## config.mk

```make
export PLATFORM = sky130hd
export DESIGN_NAME = integer_to_text_formatter
export DESIGN_NICKNAME = d
export VERILOG_FILES = /design/src/rtl/itf_pkg.sv /design/src/rtl/integer_to_text_formatter.sv /design/src/rtl/itf_ctrl.sv /design/src/rtl/itf_dpath.sv
export SDC_FILE = /design/constraint.sdc
export NUM_CORES = 1
export LEC_CHECK = 0
export BUFFER_PORTS_ARGS = -buffer_cell sky130_fd_sc_hd__clkbuf_2
export CAP_MARGIN = 20
export CORE_UTILIZATION = 35
export CTS_CLUSTER_SIZE = 24
export DETAILED_ROUTE_END_ITERATION = 7
export GPL_ROUTABILITY_DRIVEN = 0
export PLACE_DENSITY_LB_ADDON = 0.25
export SYNTH_ARGS = -nofsm -noshare
export SYNTH_HDL_FRONTEND = slang
export SYNTH_HIERARCHICAL = 1
export SYNTH_SLANG_ARGS = --single-unit
```

## constraint.sdc

```tcl
create_clock -name i_clk -period 24.1 [get_ports i_clk]
set_clock_uncertainty 0.2 [all_clocks]
set_input_delay 0 -clock i_clk [delete_from_list [all_inputs] [get_ports i_clk]]
set_output_delay 0 -clock i_clk [all_outputs]
set_load 0.005 [all_outputs]
```

## src/rtl/itf_pkg.sv

```systemverilog
// Shared constants, types and the digit character function of the integer to text formatter.
`default_nettype none

package itf_pkg;

    // Number and digit sizes.
    localparam int VALUE_BITS = 32;
    localparam int MAX_DIGITS = 32;
    localparam int DIGIT_W    = 6;
    localparam int DIG_IDX_W  = $clog2(MAX_DIGITS);
    localparam int CNT_W      = $clog2(MAX_DIGITS + 1);

    // The shared divider retires this many quotient bits per cycle.
    localparam int STEP_BITS = 4;
    localparam int DIV_STEPS = VALUE_BITS / STEP_BITS;
    localparam int STEP_W    = $clog2(DIV_STEPS);

    // Formatting field widths.
    localparam int RADIX_W   = 6;
    localparam int WIDTH_W   = 7;
    localparam int PREC_W    = 6;
    localparam int POS_W     = 7;
    localparam int IDX_W     = 6;
    localparam int OUT_LIMIT = 64;

    // Stream widths.
    localparam int S_TDATA_W = 64;
    localparam int M_TDATA_W = 8;

    // Bit offsets of the input fields inside s_axis_tdata.
    localparam int OFF_VALUE  = 0;
    localparam int OFF_RADIX  = 32;
    localparam int OFF_WIDTH  = 38;
    localparam int OFF_MIND   = 45;
    localparam int OFF_SIGNED = 51;
    localparam int OFF_PLUS   = 52;
    localparam int OFF_SPACE  = 53;
    localparam int OFF_LEFT   = 54;
    localparam int OFF_ZPAD   = 55;
    localparam int OFF_ALT    = 56;
    localparam int OFF_UPPER  = 57;

    // Radix limits and the radices that take a prefix.
    localparam logic [RADIX_W-1:0] RADIX_MIN = 6'd2;
    localparam logic [RADIX_W-1:0] RADIX_MAX = 6'd36;
    localparam logic [RADIX_W-1:0] RADIX_OCT = 6'd8;
    localparam logic [RADIX_W-1:0] RADIX_HEX = 6'd16;

    // ASCII codes.
    localparam logic [7:0] CH_NUL   = 8'h00;
    localparam logic [7:0] CH_SPACE = 8'h20;
    localparam logic [7:0] CH_PLUS  = 8'h2B;
    localparam logic [7:0] CH_MINUS = 8'h2D;
    localparam logic [7:0] CH_ZERO  = 8'h30;
    localparam logic [7:0] CH_A_UP  = 8'h41;
    localparam logic [7:0] CH_X_UP  = 8'h58;
    localparam logic [7:0] CH_A_LO  = 8'h61;
    localparam logic [7:0] CH_X_LO  = 8'h78;

    // Commands from the controller to the datapath.
    typedef struct packed {
        logic load;
        logic div_step;
        logic size;
        logic bound;
        logic emit;
        logic err;
    } t_cmd;

    // Status from the datapath to the controller.
    typedef struct packed {
        logic radix_bad;
        logic div_done;
        logic out_free;
        logic emit_last;
    } t_sts;

    // Digit value 0 to 35 to its ASCII character, letters in either case.
    function automatic logic [7:0] digit_char(input logic [DIGIT_W-1:0] d, input logic upper);
        logic [7:0] base;
        base = upper ? CH_A_UP : CH_A_LO;
        if (d < DIGIT_W'(10)) begin
            digit_char = CH_ZERO + {2'b00, d};
        end else begin
            digit_char = base + {2'b00, d} - 8'd10;
        end
    endfunction

endpackage

`default_nettype wire

```

## src/rtl/integer_to_text_formatter.sv

```systemverilog
// Top level of the integer to text formatter.
//
// One input transaction on the s_axis channel carries a 32-bit number with its
// radix (2 to 36), field width, minimum digit count and printf style flags. The
// block answers with the formatted text on the m_axis channel, one ASCII
// character per transaction, m_axis_tlast high on the final character.
// A radix outside 2 to 36 gives one transaction with character 0 and
// m_axis_tuser (error) high, tlast high.
// Per number: the accept, then the digits one at a time from the shared
// divider (4 quotient bits per cycle over 32 bits), a sizing step and a
// layout step, then one character per cycle while the receiver takes them.
// An error goes from the accept straight to its one character.
// The divider sets the rate; one number is handled at a time, and
// s_axis_tready is high only between numbers. The last character may still sit
// in the output register while the next number is taken.
// When the receiver stalls, the output register holds its character and the
// emission waits. Reset (i_rst_n low at a clock edge) clears the controller and
// the output valid; the block is ready on the first cycle after reset.
`default_nettype none

module integer_to_text_formatter (
    input  wire logic                          i_clk,
    input  wire logic                          i_rst_n,
    input  wire logic                          s_axis_tvalid,
    output logic                               s_axis_tready,
    // value[31:0], radix[37:32], fmt_width[44:38], min_digits[50:45], is_signed[51],
    // show_plus[52], space_sign[53], left_justify[54], zero_pad[55], alt_prefix[56],
    // upper_case[57], zeros above
    input  wire logic [itf_pkg::S_TDATA_W-1:0] s_axis_tdata,
    output logic                               m_axis_tvalid,
    input  wire logic                          m_axis_tready,
    // character[7:0]
    output logic [itf_pkg::M_TDATA_W-1:0]      m_axis_tdata,
    output logic                               m_axis_tlast,
    // error[0]
    output logic                               m_axis_tuser
);

    itf_pkg::t_cmd cmd;
    itf_pkg::t_sts sts;

    itf_ctrl u_ctrl (
        .i_clk      (i_clk),
        .i_rst_n    (i_rst_n),
        .i_in_valid (s_axis_tvalid),
        .o_in_ready (s_axis_tready),
        .o_cmd      (cmd),
        .i_sts      (sts)
    );

    itf_dpath u_dpath (
        .i_clk       (i_clk),
        .i_rst_n     (i_rst_n),
        .i_cmd       (cmd),
        .o_sts       (sts),
        .i_item      (s_axis_tdata),
        .i_out_ready (m_axis_tready),
        .o_out_valid (m_axis_tvalid),
        .o_out_char  (m_axis_tdata),
        .o_out_last  (m_axis_tlast),
        .o_out_err   (m_axis_tuser)
    );

endmodule

`default_nettype wire

```

## src/rtl/itf_ctrl.sv

```systemverilog
// Controller state machine of the integer to text formatter.
`default_nettype none

module itf_ctrl (
    input  wire logic          i_clk,
    input  wire logic          i_rst_n,
    input  wire logic          i_in_valid,
    output logic               o_in_ready,
    output itf_pkg::t_cmd      o_cmd,
    input  wire itf_pkg::t_sts i_sts
);

    localparam logic [2:0] ST_IDLE  = 3'd0;
    localparam logic [2:0] ST_DIV   = 3'd1;
    localparam logic [2:0] ST_SIZE  = 3'd2;
    localparam logic [2:0] ST_BOUND = 3'd3;
    localparam logic [2:0] ST_EMIT  = 3'd4;
    localparam logic [2:0] ST_ERR   = 3'd5;

    logic [2:0] r_state;
    logic [2:0] n_state;

    // Next state and command decode.
    always_comb begin
        n_state = r_state;
        o_cmd   = '0;
        case (r_state)
            ST_IDLE: begin
                if (i_in_valid) begin
                    o_cmd.load = 1'b1;
                    n_state    = i_sts.radix_bad ? ST_ERR : ST_DIV;
                end
            end
            ST_DIV: begin
                o_cmd.div_step = 1'b1;
                if (i_sts.div_done) begin
                    n_state = ST_SIZE;
                end
            end
            ST_SIZE: begin
                o_cmd.size = 1'b1;
                n_state    = ST_BOUND;
            end
            ST_BOUND: begin
                o_cmd.bound = 1'b1;
                n_state     = ST_EMIT;
            end
            ST_EMIT: begin
                if (i_sts.out_free) begin
                    o_cmd.emit = 1'b1;
                    if (i_sts.emit_last) begin
                        n_state = ST_IDLE;
                    end
                end
            end
            ST_ERR: begin
                if (i_sts.out_free) begin
                    o_cmd.err = 1'b1;
                    n_state   = ST_IDLE;
                end
            end
            default: begin
                n_state = ST_IDLE;
            end
        endcase
    end

    // State register.
    always_ff @(posedge i_clk) begin
        if (!i_rst_n) begin
            r_state <= ST_IDLE;
        end else begin
            r_state <= n_state;
        end
    end

    // A new number is taken only between numbers.
    assign o_in_ready = (r_state == ST_IDLE);

endmodule

`default_nettype wire

```

## src/rtl/itf_dpath.sv

```systemverilog
// Datapath of the integer to text formatter: divider, digit register file, layout and output register.
`default_nettype none

module itf_dpath (
    input  wire logic                            i_clk,
    input  wire logic                            i_rst_n,
    input  wire itf_pkg::t_cmd                   i_cmd,
    output itf_pkg::t_sts                        o_sts,
    input  wire logic [itf_pkg::S_TDATA_W-1:0]   i_item,
    input  wire logic                            i_out_ready,
    output logic                                 o_out_valid,
    output logic [itf_pkg::M_TDATA_W-1:0]        o_out_char,
    output logic                                 o_out_last,
    output logic                                 o_out_err
);

    // Input field decode.
    logic [itf_pkg::VALUE_BITS-1:0] in_value;
    logic [itf_pkg::RADIX_W-1:0]    in_radix;
    logic [itf_pkg::WIDTH_W-1:0]    in_width;
    logic [itf_pkg::PREC_W-1:0]     in_min_digits;
    logic                           in_is_signed;
    logic                           in_show_plus;
    logic                           in_space_sign;
    logic                           in_left;
    logic                           in_zero_pad;
    logic                           in_alt;
    logic                           in_upper;
    logic                           in_neg;
    logic [itf_pkg::VALUE_BITS-1:0] in_mag;
    logic [7:0]                     in_sign_char;
    logic                           in_sign_len;
    logic [1:0]                     in_pfx_len;

    assign in_value      = i_item[itf_pkg::OFF_VALUE +: itf_pkg::VALUE_BITS];
    assign in_radix      = i_item[itf_pkg::OFF_RADIX +: itf_pkg::RADIX_W];
    assign in_width      = i_item[itf_pkg::OFF_WIDTH +: itf_pkg::WIDTH_W];
    assign in_min_digits = i_item[itf_pkg::OFF_MIND +: itf_pkg::PREC_W];
    assign in_is_signed  = i_item[itf_pkg::OFF_SIGNED];
    assign in_show_plus  = i_item[itf_pkg::OFF_PLUS];
    assign in_space_sign = i_item[itf_pkg::OFF_SPACE];
    assign in_left       = i_item[itf_pkg::OFF_LEFT];
    assign in_zero_pad   = i_item[itf_pkg::OFF_ZPAD];
    assign in_alt        = i_item[itf_pkg::OFF_ALT];
    assign in_upper      = i_item[itf_pkg::OFF_UPPER];

    // Magnitude and sign; the most negative value negates to itself, read unsigned.
    assign in_neg = in_is_signed && in_value[itf_pkg::VALUE_BITS-1];
    assign in_mag = in_neg ? (~in_value + itf_pkg::VALUE_BITS'(1)) : in_value;

    always_comb begin
        in_sign_char = itf_pkg::CH_SPACE;
        in_sign_len  = 1'b0;
        if (in_neg) begin
            in_sign_char = itf_pkg::CH_MINUS;
            in_sign_len  = 1'b1;
        end else if (in_is_signed && in_show_plus) begin
            in_sign_char = itf_pkg::CH_PLUS;
            in_sign_len  = 1'b1;
        end else if (in_is_signed && in_space_sign) begin
            in_sign_char = itf_pkg::CH_SPACE;
            in_sign_len  = 1'b1;
        end
    end

    // With the alternate flag, the prefix is "0x" (or "0X") for hex and "0" for octal.
    always_comb begin
        in_pfx_len = 2'd0;
        if (in_alt && in_radix == itf_pkg::RADIX_HEX) begin
            in_pfx_len = 2'd2;
        end else if (in_alt && in_radix == itf_pkg::RADIX_OCT) begin
            in_pfx_len = 2'd1;
        end
    end

    // Item registers.
    logic [itf_pkg::VALUE_BITS-1:0] r_work;
    logic [itf_pkg::RADIX_W-1:0]    r_radix;
    logic [itf_pkg::WIDTH_W-1:0]    r_width;
    logic [itf_pkg::PREC_W-1:0]     r_min_digits;
    logic [7:0]                     r_sign_char;
    logic                           r_sign_len;
    logic [1:0]                     r_pfx_len;
    logic                           r_left;
    logic                           r_zpad;
    logic                           r_upper;

    always_ff @(posedge i_clk) begin
        if (i_cmd.load) begin
            r_radix      <= in_radix;
            r_width      <= in_width;
            r_min_digits <= in_min_digits;
            r_sign_char  <= in_sign_char;
            r_sign_len   <= in_sign_len;
            r_pfx_len    <= in_pfx_len;
            r_left       <= in_left;
            r_zpad       <= in_zero_pad && !in_left;
            r_upper      <= in_upper;
        end
    end

    // Divider: restoring division, a group of quotient bits per cycle, MSB first.
    // The partial remainder always stays below the radix, so it fits a digit.
    logic [itf_pkg::DIGIT_W-1:0]    r_part;
    logic [itf_pkg::STEP_W-1:0]     r_step;
    logic [itf_pkg::CNT_W-1:0]      r_cnt;
    logic [itf_pkg::DIGIT_W:0]      div_trial;
    logic [itf_pkg::DIGIT_W-1:0]    div_rem;
    logic [itf_pkg::STEP_BITS-1:0]  div_qbits;
    logic [itf_pkg::VALUE_BITS-1:0] div_quot;
    logic                           div_last;
    logic                           div_done;

    always_comb begin
        div_rem   = r_part;
        div_qbits = '0;
        div_trial = '0;
        for (int k = itf_pkg::STEP_BITS - 1; k >= 0; k--) begin
            div_trial = {div_rem, r_work[itf_pkg::VALUE_BITS - itf_pkg::STEP_BITS + k]};
            if (div_trial >= {1'b0, r_radix}) begin
                div_trial    = div_trial - {1'b0, r_radix};
                div_qbits[k] = 1'b1;
            end
            div_rem = div_trial[itf_pkg::DIGIT_W-1:0];
        end
    end

    // The work word shifts left; quotient bits fill in from the bottom.
    assign div_quot = {r_work[itf_pkg::VALUE_BITS-itf_pkg::STEP_BITS-1:0], div_qbits};
    assign div_last = (r_step == itf_pkg::STEP_W'(itf_pkg::DIV_STEPS - 1));
    assign div_done = div_last &&
                      ((div_quot == '0) || (r_cnt == itf_pkg::CNT_W'(itf_pkg::MAX_DIGITS - 1)));

    always_ff @(posedge i_clk) begin
        if (i_cmd.load) begin
            r_work <= in_mag;
            r_part <= '0;
        end else if (i_cmd.div_step) begin
            r_work <= div_quot;
            r_part <= div_last ? '0 : div_rem;
        end
    end

    always_ff @(posedge i_clk) begin
        if (!i_rst_n) begin
            r_step <= '0;
            r_cnt  <= '0;
        end else if (i_cmd.load) begin
            r_step <= '0;
            r_cnt  <= '0;
        end else if (i_cmd.div_step) begin
            r_step <= r_step + itf_pkg::STEP_W'(1);
            if (div_last) begin
                r_cnt <= r_cnt + itf_pkg::CNT_W'(1);
            end
        end
    end

    // Digit register file, least significant digit at entry zero.
    logic [itf_pkg::DIGIT_W-1:0] r_store [itf_pkg::MAX_DIGITS];

    always_ff @(posedge i_clk) begin
        if (i_cmd.div_step && div_last) begin
            r_store[r_cnt[itf_pkg::DIG_IDX_W-1:0]] <= div_rem;
        end
    end

    // Sizing: digit count raised to the precision, then the padding.
    logic [itf_pkg::PREC_W-1:0] size_prec;
    logic [itf_pkg::POS_W-1:0]  size_fixed;
    logic [itf_pkg::PREC_W-1:0] r_prec;
    logic [itf_pkg::POS_W-1:0]  r_pad;

    assign size_prec  = (itf_pkg::PREC_W'(r_cnt) > r_min_digits) ?
                        itf_pkg::PREC_W'(r_cnt) : r_min_digits;
    assign size_fixed = itf_pkg::POS_W'(r_sign_len) + itf_pkg::POS_W'(r_pfx_len) +
                        itf_pkg::POS_W'(size_prec);

    always_ff @(posedge i_clk) begin
        if (i_cmd.size) begin
            r_prec <= size_prec;
            r_pad  <= (r_width > size_fixed) ? (r_width - size_fixed) : '0;
        end
    end

    // Layout: end positions of each run of characters.
    logic [itf_pkg::POS_W-1:0] r_b1;   // leading spaces
    logic [itf_pkg::POS_W-1:0] r_b2;   // sign
    logic [itf_pkg::POS_W-1:0] r_b3;   // prefix
    logic [itf_pkg::POS_W-1:0] r_b5;   // zero padding and precision zeros
    logic [itf_pkg::POS_W-1:0] r_b6;   // digits
    logic [itf_pkg::POS_W-1:0] r_total;
    logic [itf_pkg::POS_W-1:0] bnd_b1;
    logic [itf_pkg::POS_W-1:0] bnd_b2;
    logic [itf_pkg::POS_W-1:0] bnd_b3;
    logic [itf_pkg::POS_W-1:0] bnd_b5;
    logic [itf_pkg::POS_W-1:0] bnd_b6;

    assign bnd_b1 = (!r_left && !r_zpad) ? r_pad : '0;
    assign bnd_b2 = bnd_b1 + itf_pkg::POS_W'(r_sign_len);
    assign bnd_b3 = bnd_b2 + itf_pkg::POS_W'(r_pfx_len);
    assign bnd_b5 = bnd_b3 + (r_zpad ? r_pad : '0) +
                    ({1'b0, r_prec} - itf_pkg::POS_W'(r_cnt));
    assign bnd_b6 = bnd_b5 + itf_pkg::POS_W'(r_cnt);

    always_ff @(posedge i_clk) begin
        if (i_cmd.bound) begin
            r_b1    <= bnd_b1;
            r_b2    <= bnd_b2;
            r_b3    <= bnd_b3;
            r_b5    <= bnd_b5;
            r_b6    <= bnd_b6;
            r_total <= bnd_b6 + (r_left ? r_pad : '0);
        end
    end

    // Character position counter.
    logic [itf_pkg::IDX_W-1:0]     r_idx;
    logic [itf_pkg::POS_W-1:0]     emit_pos;
    logic [itf_pkg::POS_W-1:0]     emit_back;
    logic [itf_pkg::DIG_IDX_W-1:0] emit_dig;
    logic [7:0]                    emit_char;
    logic                          emit_last;

    always_ff @(posedge i_clk) begin
        if (!i_rst_n) begin
            r_idx <= '0;
        end else if (i_cmd.bound) begin
            r_idx <= '0;
        end else if (i_cmd.emit) begin
            r_idx <= r_idx + itf_pkg::IDX_W'(1);
        end
    end

    // Character selection by run; digits are read most significant first.
    assign emit_pos  = itf_pkg::POS_W'(r_idx);
    assign emit_back = r_b6 - itf_pkg::POS_W'(1) - emit_pos;
    assign emit_dig  = emit_back[itf_pkg::DIG_IDX_W-1:0];
    assign emit_last = (emit_pos + itf_pkg::POS_W'(1) == r_total) ||
                       (emit_pos == itf_pkg::POS_W'(itf_pkg::OUT_LIMIT - 1));

    always_comb begin
        emit_char = itf_pkg::CH_SPACE;
        if (emit_pos < r_b1) begin
            emit_char = itf_pkg::CH_SPACE;
        end else if (emit_pos < r_b2) begin
            emit_char = r_sign_char;
        end else if (emit_pos < r_b3) begin
            if (emit_pos == r_b2) begin
                emit_char = itf_pkg::CH_ZERO;
            end else begin
                emit_char = r_upper ? itf_pkg::CH_X_UP : itf_pkg::CH_X_LO;
            end
        end else if (emit_pos < r_b5) begin
            emit_char = itf_pkg::CH_ZERO;
        end else if (emit_pos < r_b6) begin
            emit_char = itf_pkg::digit_char(r_store[emit_dig], r_upper);
        end
    end

    // Output register; it holds a character while the receiver stalls.
    logic                          r_out_valid;
    logic [itf_pkg::M_TDATA_W-1:0] r_out_char;
    logic                          r_out_last;
    logic                          r_out_err;

    always_ff @(posedge i_clk) begin
        if (!i_rst_n) begin
            r_out_valid <= 1'b0;
        end else if (i_cmd.emit || i_cmd.err) begin
            r_out_valid <= 1'b1;
        end else if (i_out_ready) begin
            r_out_valid <= 1'b0;
        end
    end

    always_ff @(posedge i_clk) begin
        if (i_cmd.emit) begin
            r_out_char <= emit_char;
            r_out_last <= emit_last;
            r_out_err  <= 1'b0;
        end else if (i_cmd.err) begin
            r_out_char <= itf_pkg::CH_NUL;
            r_out_last <= 1'b1;
            r_out_err  <= 1'b1;
        end
    end

    assign o_out_valid = r_out_valid;
    assign o_out_char  = r_out_char;
    assign o_out_last  = r_out_last;
    assign o_out_err   = r_out_err;

    // Status to the controller.
    assign o_sts.radix_bad = (in_radix < itf_pkg::RADIX_MIN) || (in_radix > itf_pkg::RADIX_MAX);
    assign o_sts.div_done  = div_done;
    assign o_sts.out_free  = !r_out_valid || i_out_ready;
    assign o_sts.emit_last = emit_last;

endmodule

`default_nettype wire

```

**After elaboration in Yosys (flattened, before gate mapping)**

Memory sizes are Yosys's and may differ from the RTL's.
Cells that the tools add are included.

- Order comparisons: 14
- Eq/ne operators: 17
- Mux-type cells: 51
- Bitwise gates (word level): 2
- Shifts and indexed selects: 0
- $add $sub $neg: 24
- Reductions and logical operators: 28
- $mul: 0
- Div/mod/pow operators: 0

Operators with widths:

| kind | number |
|---|---|
| 32-bit 2-to-1 mux | 3 |
| 8-bit 2-to-1 mux | 9 |
| 6-bit 2-to-1 mux | 8 |
| 6-bit by 7-bit less-than comparator with 1-bit output | 5 |
| 32-bit by 1-bit adder with 32-bit output (second input constant) | 1 |
| 32-bit zero test | 1 |
| 32-bit inverter | 1 |
| 7-bit by 6-bit greater-or-equal comparator with 1-bit output | 4 |
| 6-bit subtractor | 4 |
| 7-bit adder | 3 |
| 7-bit 2-to-1 mux | 3 |
| 1-bit 2-to-1 mux | 20 |
| 3-bit 2-to-1 mux | 6 |
| 3-bit one-hot mux with 6 select lines | 1 |
| 7-bit by 6-bit adder with 7-bit output | 2 |
| 6-bit by 1-bit adder with 6-bit output (second input constant) | 2 |
| 6-bit by 5-bit == test with 1-bit output (second input constant) | 2 |
| 3-bit == test (second input constant) | 3 |
| 1-bit logical AND | 9 |
| 8-bit by 6-bit adder with 8-bit output | 1 |
| 8-bit by 4-bit subtractor with 8-bit output (second input constant) | 1 |
| 6-bit by 1-bit adder with 7-bit output (second input constant) | 1 |
| 6-bit by 6-bit adder with 7-bit output (first input constant) | 1 |
| 7-bit by 1-bit adder with 7-bit output | 1 |
| 29 further kinds | 44 |

- RAM bits: 192
- Bits in read-only memories: 0
- Input port bits: 68
- Bits in latches: 0
- Memories: 1
- Output and inout bits: 12
- Register bits: 155
- Logic and storage cells: 164

Memories:

| memory | depth | width | rd ports | clocked after Yosys merged registers in | write ports | line | source |
|---|---|---|---|---|---|---|---|
| u_dpath.r_store | 32 | 6 | 1 | 0 | 1 | itf_dpath.sv:160 | `logic [itf_pkg::DIGIT_W-1:0] r_store [itf_pkg::MAX_DIGITS];` |

**Depth between registers and ports, before layout**

Gate-level depths: netlist of run 1.

- Depth after elaboration: 13
- Depth in mapped cells: 39
- Depth with buffers taken out: 37

**Cells and area by module**

The synthesis of run 1 kept the hierarchy.

By module, submodules not included:

| module | seq. area each (um2) | cells each | area each (um2) | times used |
|---|---|---|---|---|
| itf_dpath | 9949.5 | 1346 | 17899.7 | 1 |
| itf_ctrl | 60.1 | 30 | 231.5 | 1 |

**Worst setup path after synthesis of run 1**

No wires, ideal clock.

- Path type: register to register
- From: register u_dpath/r_radix[4] (netlist name)
- To: memory u_dpath/r_store[0][0] (netlist name), data pin
- Slack: 16.543 ns
- Path buffers: 1
- Stages on the path, launching flop included: 33
- Data arrival time: 7.016 ns
- Setup time: 0.341 ns
- Cells stage by stage: edfxtp_1 -> inv_1 -> ha_1 -> a21o_1 -> a211o_2 -> a21o_1 -> buf_2 -> o21ai_0 -> inv_1 -> ha_1 -> a21o_1 -> a31oi_1 -> o21a_1 -> o211ai_4 -> o21ai_0 -> inv_1 -> ha_1 -> nor2b_1 -> o211ai_1 -> a31oi_1 -> a311oi_1 -> o221ai_2 -> nor2_4 -> mux2i_1 -> ha_1 -> nor2b_1 -> o21ai_0 -> nand2_1 -> and3_1 -> o32a_1 -> a211oi_4 -> mux2i_1 -> inv_1

- Longest elaborated chain between the ends: 8
- Elaborated cells between the ends (all ways): 11
- Classes of those cells: add/sub: 3; order compare: 4; mux: 4

RTL lines:

| item | line | source |
|---|---|---|
| start: declaration | itf_dpath.sv:78 | `logic [itf_pkg::RADIX_W-1:0] r_radix;` |
| start signal: assignment | itf_dpath.sv:90 | `r_radix <= in_radix;` |
| 6-bit subtractor or 7-bit by 6-bit greater-or-equal comparator with 1-bit output (tied branches) | itf_dpath.sv:121, itf_dpath.sv:120 |  |
| 6-bit 2-to-1 mux | itf_dpath.sv:120 | `if (div_trial >= {1'b0, r_radix}) begin` |
| 6-bit subtractor or 7-bit by 6-bit greater-or-equal comparator with 1-bit output (tied branches) | itf_dpath.sv:121, itf_dpath.sv:120 |  |
| 6-bit 2-to-1 mux | itf_dpath.sv:120 |  |
| 7-bit by 6-bit greater-or-equal comparator with 1-bit output or 6-bit subtractor (tied branches) | itf_dpath.sv:120, itf_dpath.sv:121 |  |
| 6-bit 2-to-1 mux | itf_dpath.sv:120 |  |
| 7-bit by 6-bit greater-or-equal comparator with 1-bit output * | itf_dpath.sv:120 |  |
| 6-bit 2-to-1 mux * | itf_dpath.sv:120 |  |
| net u_dpath.div_trial (one bit) | itf_dpath.sv:107 | `logic [itf_pkg::DIGIT_W:0] div_trial;` |
| end: declaration | itf_dpath.sv:160 |  |

The timed path passes the listed nets; every way through them passes the cells marked *.

**Final worst setup path of run 1**

- From: register u_dpath/r_radix[4] (netlist name)
- To: memory u_dpath/r_store[14][0] (netlist name), data pin

The elaborated chain is that of the path after synthesis.

==> flow_summary.ini, run 1 <==
[setup_path]
critical_path.max_stage_delay_ns = 0.75
worst-setup-path-type = reg2reg
worst_ep_required_ns = 24.11
cp-end-kind = register
reg2reg_launch_point = u_dpath/r_radix[4]
critical_path.startpoint_type = register
r2r_setup_slk_ns = 14.80
critical_path_slowest_stage_cell = sky130_fd_sc_hd__inv_1
worstPathMaxFanout = 32
r2r_cells = 31
critical_path_arrival_ns = 9.31
worstReg2RegEnd = u_dpath/r_store[14][0]

[timing]
setup_tns_ns = 0
worst-slew-pin-transition_ns = 1.03
fin_crit_ns = 9.30
setup_violations = 0
clock.fmax_mhz = 108
count_of_pins_over_their_slew_limit = 0
setup_repair_after_global_routing_missed_its_margin = false
max-slew-margin-rel = 0.310
timing_hold_violations_final = 0
final_worst_path_cycle_share = 0.386

[logic_synthesis]
synth_cell_types = 77
count_of_synthesis_stage_warnings_from_yosys = 6
synth_enable_flop_cells = 316
synth_flop_cell = sky130_fd_sc_hd__edfxtp_1
netlist_instances = 1376
synthArstFlopShare = 0
synth_sequential_area_ratio = 0.552
postSynthRegisterBits = 342
synth_fp_nets = 1575
synth.cell_area_um2 = 18100
syn_avg_cell_area_um2 = 13.2

[cts]
clock_latency_ns = 0.55
cts-buffers-inserted = 39
tritoncts_num_sinks = 342
cts_stage_hold_buffer_count = 105
tritoncts = yes
cts.htree.levels = 2
postCtsResizedCells = 0
worst_setup_hold_path_clk_slew_ns = 0.06
post_cts.repair.setup_buffers = 0
cts-root-buf = sky130_fd_sc_hd__clkbuf_16
cts_buffer_depth = 3

[layout]
instances_no_fill = 2273
finalNetCount = 1760
mostFrequentLayoutCell = sky130_fd_sc_hd__edfxtp_1
share_of_cells_above_drive_strength_1 = 0.151
largest_reg_flops = 192
layout.core_utilization = 0.423
postLayoutCellArea_um2 = 21700
synthesis_to_finish_area_growth_pct = 19.5
final_cell_mix = 316 x sky130_fd_sc_hd__edfxtp_1, 120 x sky130_fd_sc_hd__nor2_1, 117 x sky130_fd_sc_hd__inv_1, 106 x sky130_fd_sc_hd__ha_1, 105 x sky130_fd_sc_hd__dlygate4sd3_1

[detailed_routing]
drc = 0
wl_per_cell_um = 18.3
finalWirelength_um = 41600
detailedRoute.firstIterationViolations = 612
via_count = 11400
vias_per_cell = 5.01
route.antenna.remaining_nets = 0
drt_pre_antenna_iters = 5

[flow_run]
max_cap_violations = 0

[global_routing]
grt_pass1_vias = 11700
wire_length_of_the_first_global_routing_pass_um = 65500
grt_antenna_before_repair = 1
grt_start_max_net_pins = 95
globalRouteOverflowTotal = 0
gr-usage-all-layers = 0.160

[power_and_ir_drop]
max-vdd-ir-drop_v = 0.000241
leakagePower_nw = 8.07
power_density_of_the_placed_cells_nw_per_um2 = 151

[die]
floorplan.io_pins = 80
floorplan.rows = 83
total_die_area_um2 = 52700
die_y_um = 230
floorplan.initialDensity = 0.354
die_width_um = 230
floorplan.core_area_um2 = 51200

[placed_design]
portBuffers = 73
dpl.hpwl_um = 29200
numPlacedInstances = 2095
dpl-instance-area_um2 = 19200

[min_path]
whs_endpoint = u_dpath/r_radix[2]
timing.hold.worst.class = in2reg
hp-start = s_axis_tdata[34]
worst_hold_path.num_cells = 2

[run_status]
run_status = completed
final cells by class:
cell class,count,area (µm²)
inverters,118,443
diodes,1,2.50
multi-input cells,876,7530
clock inverters,25,349
repair buffers,184,1460
flip-flops and latches,342,10000
clock buffers,47,1030
fillers,4705,29500
well taps,680,851
worst max-delay path by stage:
stage | start | end | slack [ns] | cells after the start
floorplan | u_dpath/r_radix[4] | u_dpath/r_store[0][0] | 16.54 | 32
global placement | u_dpath/r_radix[4] | u_dpath/r_store[2][2] | 14.91 | 31
detailed placement | u_dpath/r_radix[1] | u_dpath/r_store[2][4] | 14.79 | 30
CTS | u_dpath/r_radix[1] | u_dpath/r_store[14][4] | 14.76 | 30
global route | u_dpath/r_radix[1] | u_dpath/r_store[24][0] | 14.16 | 30
finish | u_dpath/r_radix[4] | u_dpath/r_store[14][0] | 14.80 | 31
critical path, delay by kind of cell (launching register included):
family	cells	cell delay (ns)
compound gates	16	4.55
fa+ha+maj	4	1.16
buf+inv	4	1.16
flops	1	0.35
mux	2	0.65
simple gates	5	0.87
cells in the mapped netlist, types with 16 or more instances:
cell type,n,area share
sky130_fd_sc_hd__mux4_2,60,0.075
sky130_fd_sc_hd__nand2_1,50,0.010
sky130_fd_sc_hd__nor2_1,121,0.025
sky130_fd_sc_hd__xor2_1,36,0.017
sky130_fd_sc_hd__clkbuf_1,23,0.0048
sky130_fd_sc_hd__a21o_1,23,0.0095
sky130_fd_sc_hd__and2_1,24,0.0083
sky130_fd_sc_hd__mux2i_1,22,0.012
sky130_fd_sc_hd__inv_1,117,0.024
sky130_fd_sc_hd__a21oi_1,86,0.024
sky130_fd_sc_hd__fa_1,24,0.026
sky130_fd_sc_hd__edfxtp_1,316,0.52
sky130_fd_sc_hd__nor4_1,16,0.0055
sky130_fd_sc_hd__ha_1,107,0.074
sky130_fd_sc_hd__o21ai_0,30,0.0083
sky130_fd_sc_hd__nand3_1,27,0.0075
sky130_fd_sc_hd__o21a_1,18,0.0075
sky130_fd_sc_hd__xnor2_1,59,0.029
sky130_fd_sc_hd__dfxtp_1,26,0.029
routing by layer:
metal / up-vias / global-route usage / wire length [µm]
li1: 5459 / - / -
met1: 5639 / 0.212 / 19100
met2: 238 / 0.265 / 19800
met3: 59 / 0.0324 / 1770
met4: 0 / 0.0460 / 875
met5: - / 0 / 0
kinds of logic (layout without fill, tap and decap cells):
family	count (synthesis)	count (layout)	share of synthesized area
other cells	0	1	0
fa+ha+maj	131	131	0.100
flops	342	342	0.552
xor+xnor	96	96	0.0468
compound gates	225	225	0.0803
simple gates	333	333	0.0923
buf+inv	158	374	0.0352
mux	91	91	0.0930
where the power goes:
part / internal (W) / switching, W / total [W] / leakage, nW
Sequential: 0.00134 / 0.0000158 / 0.00135 / 3.09
Combinational: 0.000328 / 0.000950 / 0.00128 / 4.30
Clock: 0.000392 / 0.000242 / 0.000634 / 0.670
Total: 0.00206 / 0.00121 / 0.00327 / 8.07
stage by stage:
| stage | total power (W) | hold slack [ns] | setup WS [ns] |
|---|---|---|---|
| 6_report | 0.00327 | 0.0382 | 14.80 |
| 5_1_grt | 0.00347 | 0.0337 | 14.16 |
| 4_1_cts | 0.00331 | 0.00595 | 14.76 |
| 3_5_place_dp | 0.00265 | -0.0169 | 14.79 |
| 3_3_place_gp | 0.00257 | -0.0224 | 14.91 |
| 2_1_floorplan | 0.00218 | -0.101 | 16.54 |
Power figures use the tool's default switching activity.
==> inputs of run 2 (changes only) <==
Clock period 24.1 ns to 9.6 ns, I/O delays scaled along.
==> flow_summary.ini, run 2 (synthesis results as in run 1) <==
[flow_run]
max_cap_violations = 0

[global_routing]
grt_start_max_net_pins = 96
wire_length_of_the_first_global_routing_pass_um = 65500
gr-usage-all-layers = 0.161
grt_pass1_vias = 11600
globalRouteOverflowTotal = 0
grt_antenna_before_repair = 0

[layout]
diodes = 0
largest_reg_flops = 192
fill_cells = 4685
multi_input_area_um2 = 7530
final_cell_mix = 316 x sky130_fd_sc_hd__edfxtp_1, 120 x sky130_fd_sc_hd__nor2_1, 117 x sky130_fd_sc_hd__inv_1, 106 x sky130_fd_sc_hd__ha_1, 102 x sky130_fd_sc_hd__dlygate4sd3_1
final-seq-area_um2 = 10000
share_of_cells_above_drive_strength_1 = 0.148
finalNetCount = 1762
synthesis_to_finish_area_growth_pct = 18.8
postLayoutCellArea_um2 = 21500
mostFrequentLayoutCell = sky130_fd_sc_hd__edfxtp_1

[power_and_ir_drop]
fraction_of_power_spent_switching_nets = 0.368
power_density_of_the_placed_cells_nw_per_um2 = 379
max-vdd-ir-drop_v = 0.00112
pwr-share-seq = 0.409
power.share.clock = 0.179
leakagePower_nw = 8.01
pwr-share-comb = 0.412
internal_power_w = 0.00516
psw_w = 0.00300

[detailed_routing]
drc = 0
wl_per_cell_um = 18.3
vias_per_cell = 5.00
via_count = 11300
finalWirelength_um = 41500
drt_pre_antenna_iters = 5
route.antenna.remaining_nets = 0
detailedRoute.firstIterationViolations = 687

[cts]
tritoncts_num_sinks = 342
cts.htree.levels = 2
clock_latency_ns = 0.55
worst_setup_hold_path_clk_slew_ns = 0.06
tritoncts = yes
cts-buffers-inserted = 40
cts_buffer_depth = 3
cts-root-buf = sky130_fd_sc_hd__clkbuf_16

[die]
die_y_um = 230
floorplan.initialDensity = 0.354
total_die_area_um2 = 52700
die_width_um = 230
floorplan.rows = 83
floorplan.core_area_um2 = 51200
floorplan.io_pins = 80

[timing]
finalWorstSetupSlack_ns = 0.764
max-slew-margin-rel = 0.295
worst-slew-pin-transition_ns = 1.06
setup_violations = 0
fin_crit_ns = 8.84
setup_repair_after_global_routing_missed_its_margin = true
final_worst_path_cycle_share = 0.920
clock.fmax_mhz = 113
timing_hold_violations_final = 0
count_of_pins_over_their_slew_limit = 0

[min_path]
timing.hold.worst.class = in2reg
whs_endpoint = u_dpath/r_radix[2]
worst_hold_path.num_cells = 2
hp-start = s_axis_tdata[34]

[setup_path]
critical_path.max_stage_delay_ns = 0.71
cp-end-kind = register
worstPathMaxFanout = 32
r2r_setup_slk_ns = 0.76
worstReg2RegEnd = u_dpath/r_store[9][0]
reg2reg_launch_point = u_dpath/r_radix[4]
critical_path_slowest_stage_cell = sky130_fd_sc_hd__inv_1
worst_ep_required_ns = 9.60
critical_path_arrival_ns = 8.84
worst-setup-path-type = reg2reg
critical_path.startpoint_type = register
r2r_cells = 31

[placed_design]
post-place-ws_ns = 0.769
portBuffers = 73
dpl-instance-area_um2 = 19300
dpl.hpwl_um = 29200

[run_status]
run_status = completed
-- run 2: cell count changes in the layout (fill, tap and decap cells not counted), sizes merged --
cell / change
clkinv: +2
inv: -1
bufinv: -5
dlygate4sd3: -3
clkbuf: +4
diode: -1
buf: +4
clkinvlp: -2
-- run 2: worst max-delay path: cells and delay by family, from the launching register on --
kind            cells  cell delay, ns
compound gates     16            4.24
fa+ha+maj           4            1.14
buf+inv             4            1.11
simple gates        5            0.84
mux                 2            0.57
flops               1            0.36
-- run 2: power groups by stage --
stage                     logic, W  clock network (W)  registers [W]
final                      0.00336            0.00146        0.00333
after global routing       0.00377            0.00156        0.00335
after CTS                  0.00341            0.00150        0.00334
after detailed placement   0.00336                  0        0.00337
after global placement     0.00318                  0        0.00336
after floorplan            0.00211                  0        0.00336
-- run 2: how the worst max path moves through the flow --
stage               cells past startpoint          startpoint                      to  slack (ns)
global placement                       31  u_dpath/r_radix[4]  u_dpath/r_store[16][0]        1.02
global route                           31  u_dpath/r_radix[4]   u_dpath/r_store[8][0]       -0.03
floorplan                              32  u_dpath/r_radix[4]   u_dpath/r_store[0][0]        2.04
detailed placement                     31  u_dpath/r_radix[4]  u_dpath/r_store[16][0]        0.77
finish                                 31  u_dpath/r_radix[4]   u_dpath/r_store[9][0]        0.76
CTS                                    31  u_dpath/r_radix[4]   u_dpath/r_store[9][0]        0.74
-- run 2: stage by stage --
stage	setup TNS [ns]	hold slack [ns]	utilization	std cells	total power (W)
2_1_floorplan	0	-0.101	-	1376	0.00546
3_3_place_gp	0	-0.0233	0.376	2099	0.00654
3_5_place_dp	0	-0.0195	0.376	2099	0.00672
4_1_cts	0	0.00641	0.421	2271	0.00825
5_1_grt	-0.580	0.0104	0.421	2271	0.00867
6_report	0	0.0344	0.421	2271	0.00816
-- run 2: cell type report --
class / count / share of cell area
Tap cell: 680 / 0.0395
Clock buffer: 51 / 0.0498
Clock inverter: 19 / 0.00802
Multi-Input combinational cell: 876 / 0.349
Sequential cell: 342 / 0.465
Inverter: 118 / 0.0206
Timing Repair Buffer: 185 / 0.0679
-- run 2: repair_timing --
action | 4_1_cts | 5_1_grt
hold buffers | 102 | 0
endpoints found under the setup margin | 0 | 32
hold endpoints to repair | 82 | 0
setup buffers | 0 | 0
gates resized for setup | 0 | 0
-- run 2: layer usage --
layer	up-vias	routed length [µm]	track usage
met5	-	0	0
met2	209	20100	0.266
met4	0	864	0.0427
met3	61	1890	0.0341
li1	5477	-	-
met1	5597	18700	0.212
==> inputs of run 3 (changes only) <==
Settings changed: BUFFER_PORTS_ARGS -buffer_cell sky130_fd_sc_hd__clkbuf_2 to -buffer_cell sky130_fd_sc_hd__buf_2, CELL_PAD_IN_SITES_DETAIL_PLACEMENT set to 1, CELL_PAD_IN_SITES_GLOBAL_PLACEMENT set to 2.
==> flow_summary.ini, run 3 (synthesis results as in run 1) <==
[run_status]
run_status = completed

[cts]
postCtsResizedCells = 0
cts-root-buf = sky130_fd_sc_hd__clkbuf_16
post_cts.repair.setup_buffers = 0
clock_latency_ns = 0.57
tritoncts_num_sinks = 342
cts-buffers-inserted = 41
cts_buffer_depth = 3
cts.htree.levels = 2
worst_setup_hold_path_clk_slew_ns = 0.06
tritoncts = yes

[setup_path]
cp-end-kind = register
critical_path.max_stage_delay_ns = 0.55
critical_path_arrival_ns = 8.95
critical_path.startpoint_type = register
cp-endpoint = u_ctrl/r_state[0]
worst_ep_required_ns = 9.85
worstReg2RegEnd = u_ctrl/r_state[0]
critPathTopFamily = compound AO/OA/AOI/OAI gates
reg2reg_launch_point = u_dpath/r_radix[4]
worst-path-stages = 36
worst-path-buf-inv = 4
worstPathMaxFanout = 10
critical_path.startpoint = u_dpath/r_radix[4]
critical_path_slowest_stage_cell = sky130_fd_sc_hd__dlygate4sd3_1
r2r_setup_slk_ns = 0.90
cp_common_cell = sky130_fd_sc_hd__ha_1
r2r_cells = 36
worst-setup-path-type = reg2reg

[detailed_routing]
route.antenna.remaining_nets = 0
finalWirelength_um = 46000
wl_per_cell_um = 20.1
vias_per_cell = 5.02
drc = 0
drt_pre_antenna_iters = 4
via_count = 11500
detailedRoute.firstIterationViolations = 579

[die]
floorplan.initialDensity = 0.354
die_y_um = 230
floorplan.io_pins = 80
floorplan.core_area_um2 = 51200
floorplan.rows = 83
total_die_area_um2 = 52700
die_width_um = 230

[layout]
synthesis_to_finish_area_growth_pct = 20.3
fill_cells = 5272
finalNetCount = 1772
share_of_cells_above_drive_strength_1 = 0.158
final_cell_mix = 316 x sky130_fd_sc_hd__edfxtp_1, 120 x sky130_fd_sc_hd__nor2_1, 117 x sky130_fd_sc_hd__inv_1, 108 x sky130_fd_sc_hd__dlygate4sd3_1, 106 x sky130_fd_sc_hd__ha_1
largest_reg_flops = 192
instances_no_fill = 2285
mostFrequentLayoutCell = sky130_fd_sc_hd__edfxtp_1
diodes = 0

[timing]
timing_hold_violations_final = 0
worst-slew-pin-transition_ns = 1.07
setup_tns_ns = 0
setup_violations = 0
setup_repair_after_global_routing_missed_its_margin = false
max-slew-margin-rel = 0.287
clock.fmax_mhz = 115
fin_crit_ns = 8.70
final_worst_path_cycle_share = 0.906
count_of_pins_over_their_slew_limit = 0

[global_routing]
wire_length_of_the_first_global_routing_pass_um = 71800
grt_pass1_vias = 12300
grt_start_max_net_pins = 82
globalRouteOverflowTotal = 0
grt_antenna_before_repair = 1
gr-usage-all-layers = 0.178

[placed_design]
numPlacedInstances = 2102
portBuffers = 73
dpl.hpwl_um = 32400

[min_path]
timing.hold.worst.class = in2reg

[power_and_ir_drop]
leakagePower_nw = 8.14
power_density_of_the_placed_cells_nw_per_um2 = 386
max-vdd-ir-drop_v = 0.000618
finalPower_w = 0.00842

[flow_run]
max_cap_violations = 0
## run 3: worst min-delay path, delay by kind of cell
family | cells | cell delay (ns)
buffers and inverters | 2 | 0.64
AND/OR/NAND/NOR | 1 | 0.04
## run 3: per-layer routing
layer	share of wire	global-route usage	wire length, µm
met1	0.46	0.235	21000
met2	0.49	0.309	22700
met3	0.033	0.0269	1530
met4	0.014	0.0385	666
met5	0	0	0
## run 3: report_power, final
group | total [W] | switching, W | leakage [nW] | internal, W
registers | 0.00333 | 0.0000405 | 3.09 | 0.00329
clock network | 0.00163 | 0.000636 | 0.709 | 0.000994
logic | 0.00346 | 0.00245 | 4.33 | 0.00102
## run 3: final cells by class
| type | instances | area (µm²) | share of cell area |
|---|---|---|---|
| Sequential cell | 342 | 10000 | 0.459 |
| Multi-Input combinational cell | 876 | 7530 | 0.345 |
| Clock inverter | 26 | 323 | 0.0148 |
| Clock buffer | 49 | 1110 | 0.0508 |
| Tap cell | 680 | 851 | 0.0390 |
| Inverter | 118 | 443 | 0.0203 |
| Timing Repair Buffer | 194 | 1540 | 0.0708 |
## run 3: how the worst min path moves through the flow
stage / startpoint / endpoint / cells after the start
after floorplan: s_axis_tdata[54] / u_dpath/r_left / 0
after global placement: s_axis_tdata[40] / u_dpath/r_width[2] / 1
after detailed placement: s_axis_tdata[45] / u_dpath/r_min_digits[0] / 1
after CTS: s_axis_tdata[54] / u_dpath/r_zpad / 3
after global routing: s_axis_tdata[54] / u_dpath/r_zpad / 3
final: s_axis_tdata[54] / u_dpath/r_zpad / 3
## run 3: timing repair
action | in CTS | in global routing
setup endpoints to repair | 0 | 0
hold buffers | 108 | 0
hold endpoints to repair | 82 | 0
## run 3: stage by stage
stage	utilization	area (µm²)	setup WS [ns]	hold WS, ns
6_report	0.426	21800	0.905	0.0652
5_1_grt	0.426	21800	0.226	0.0605
4_1_cts	0.426	21800	0.869	0.0300
3_5_place_dp	0.377	19300	0.937	-0.0185
3_3_place_gp	0.377	19300	1.02	-0.0226
2_1_floorplan	-	18100	2.04	-0.101
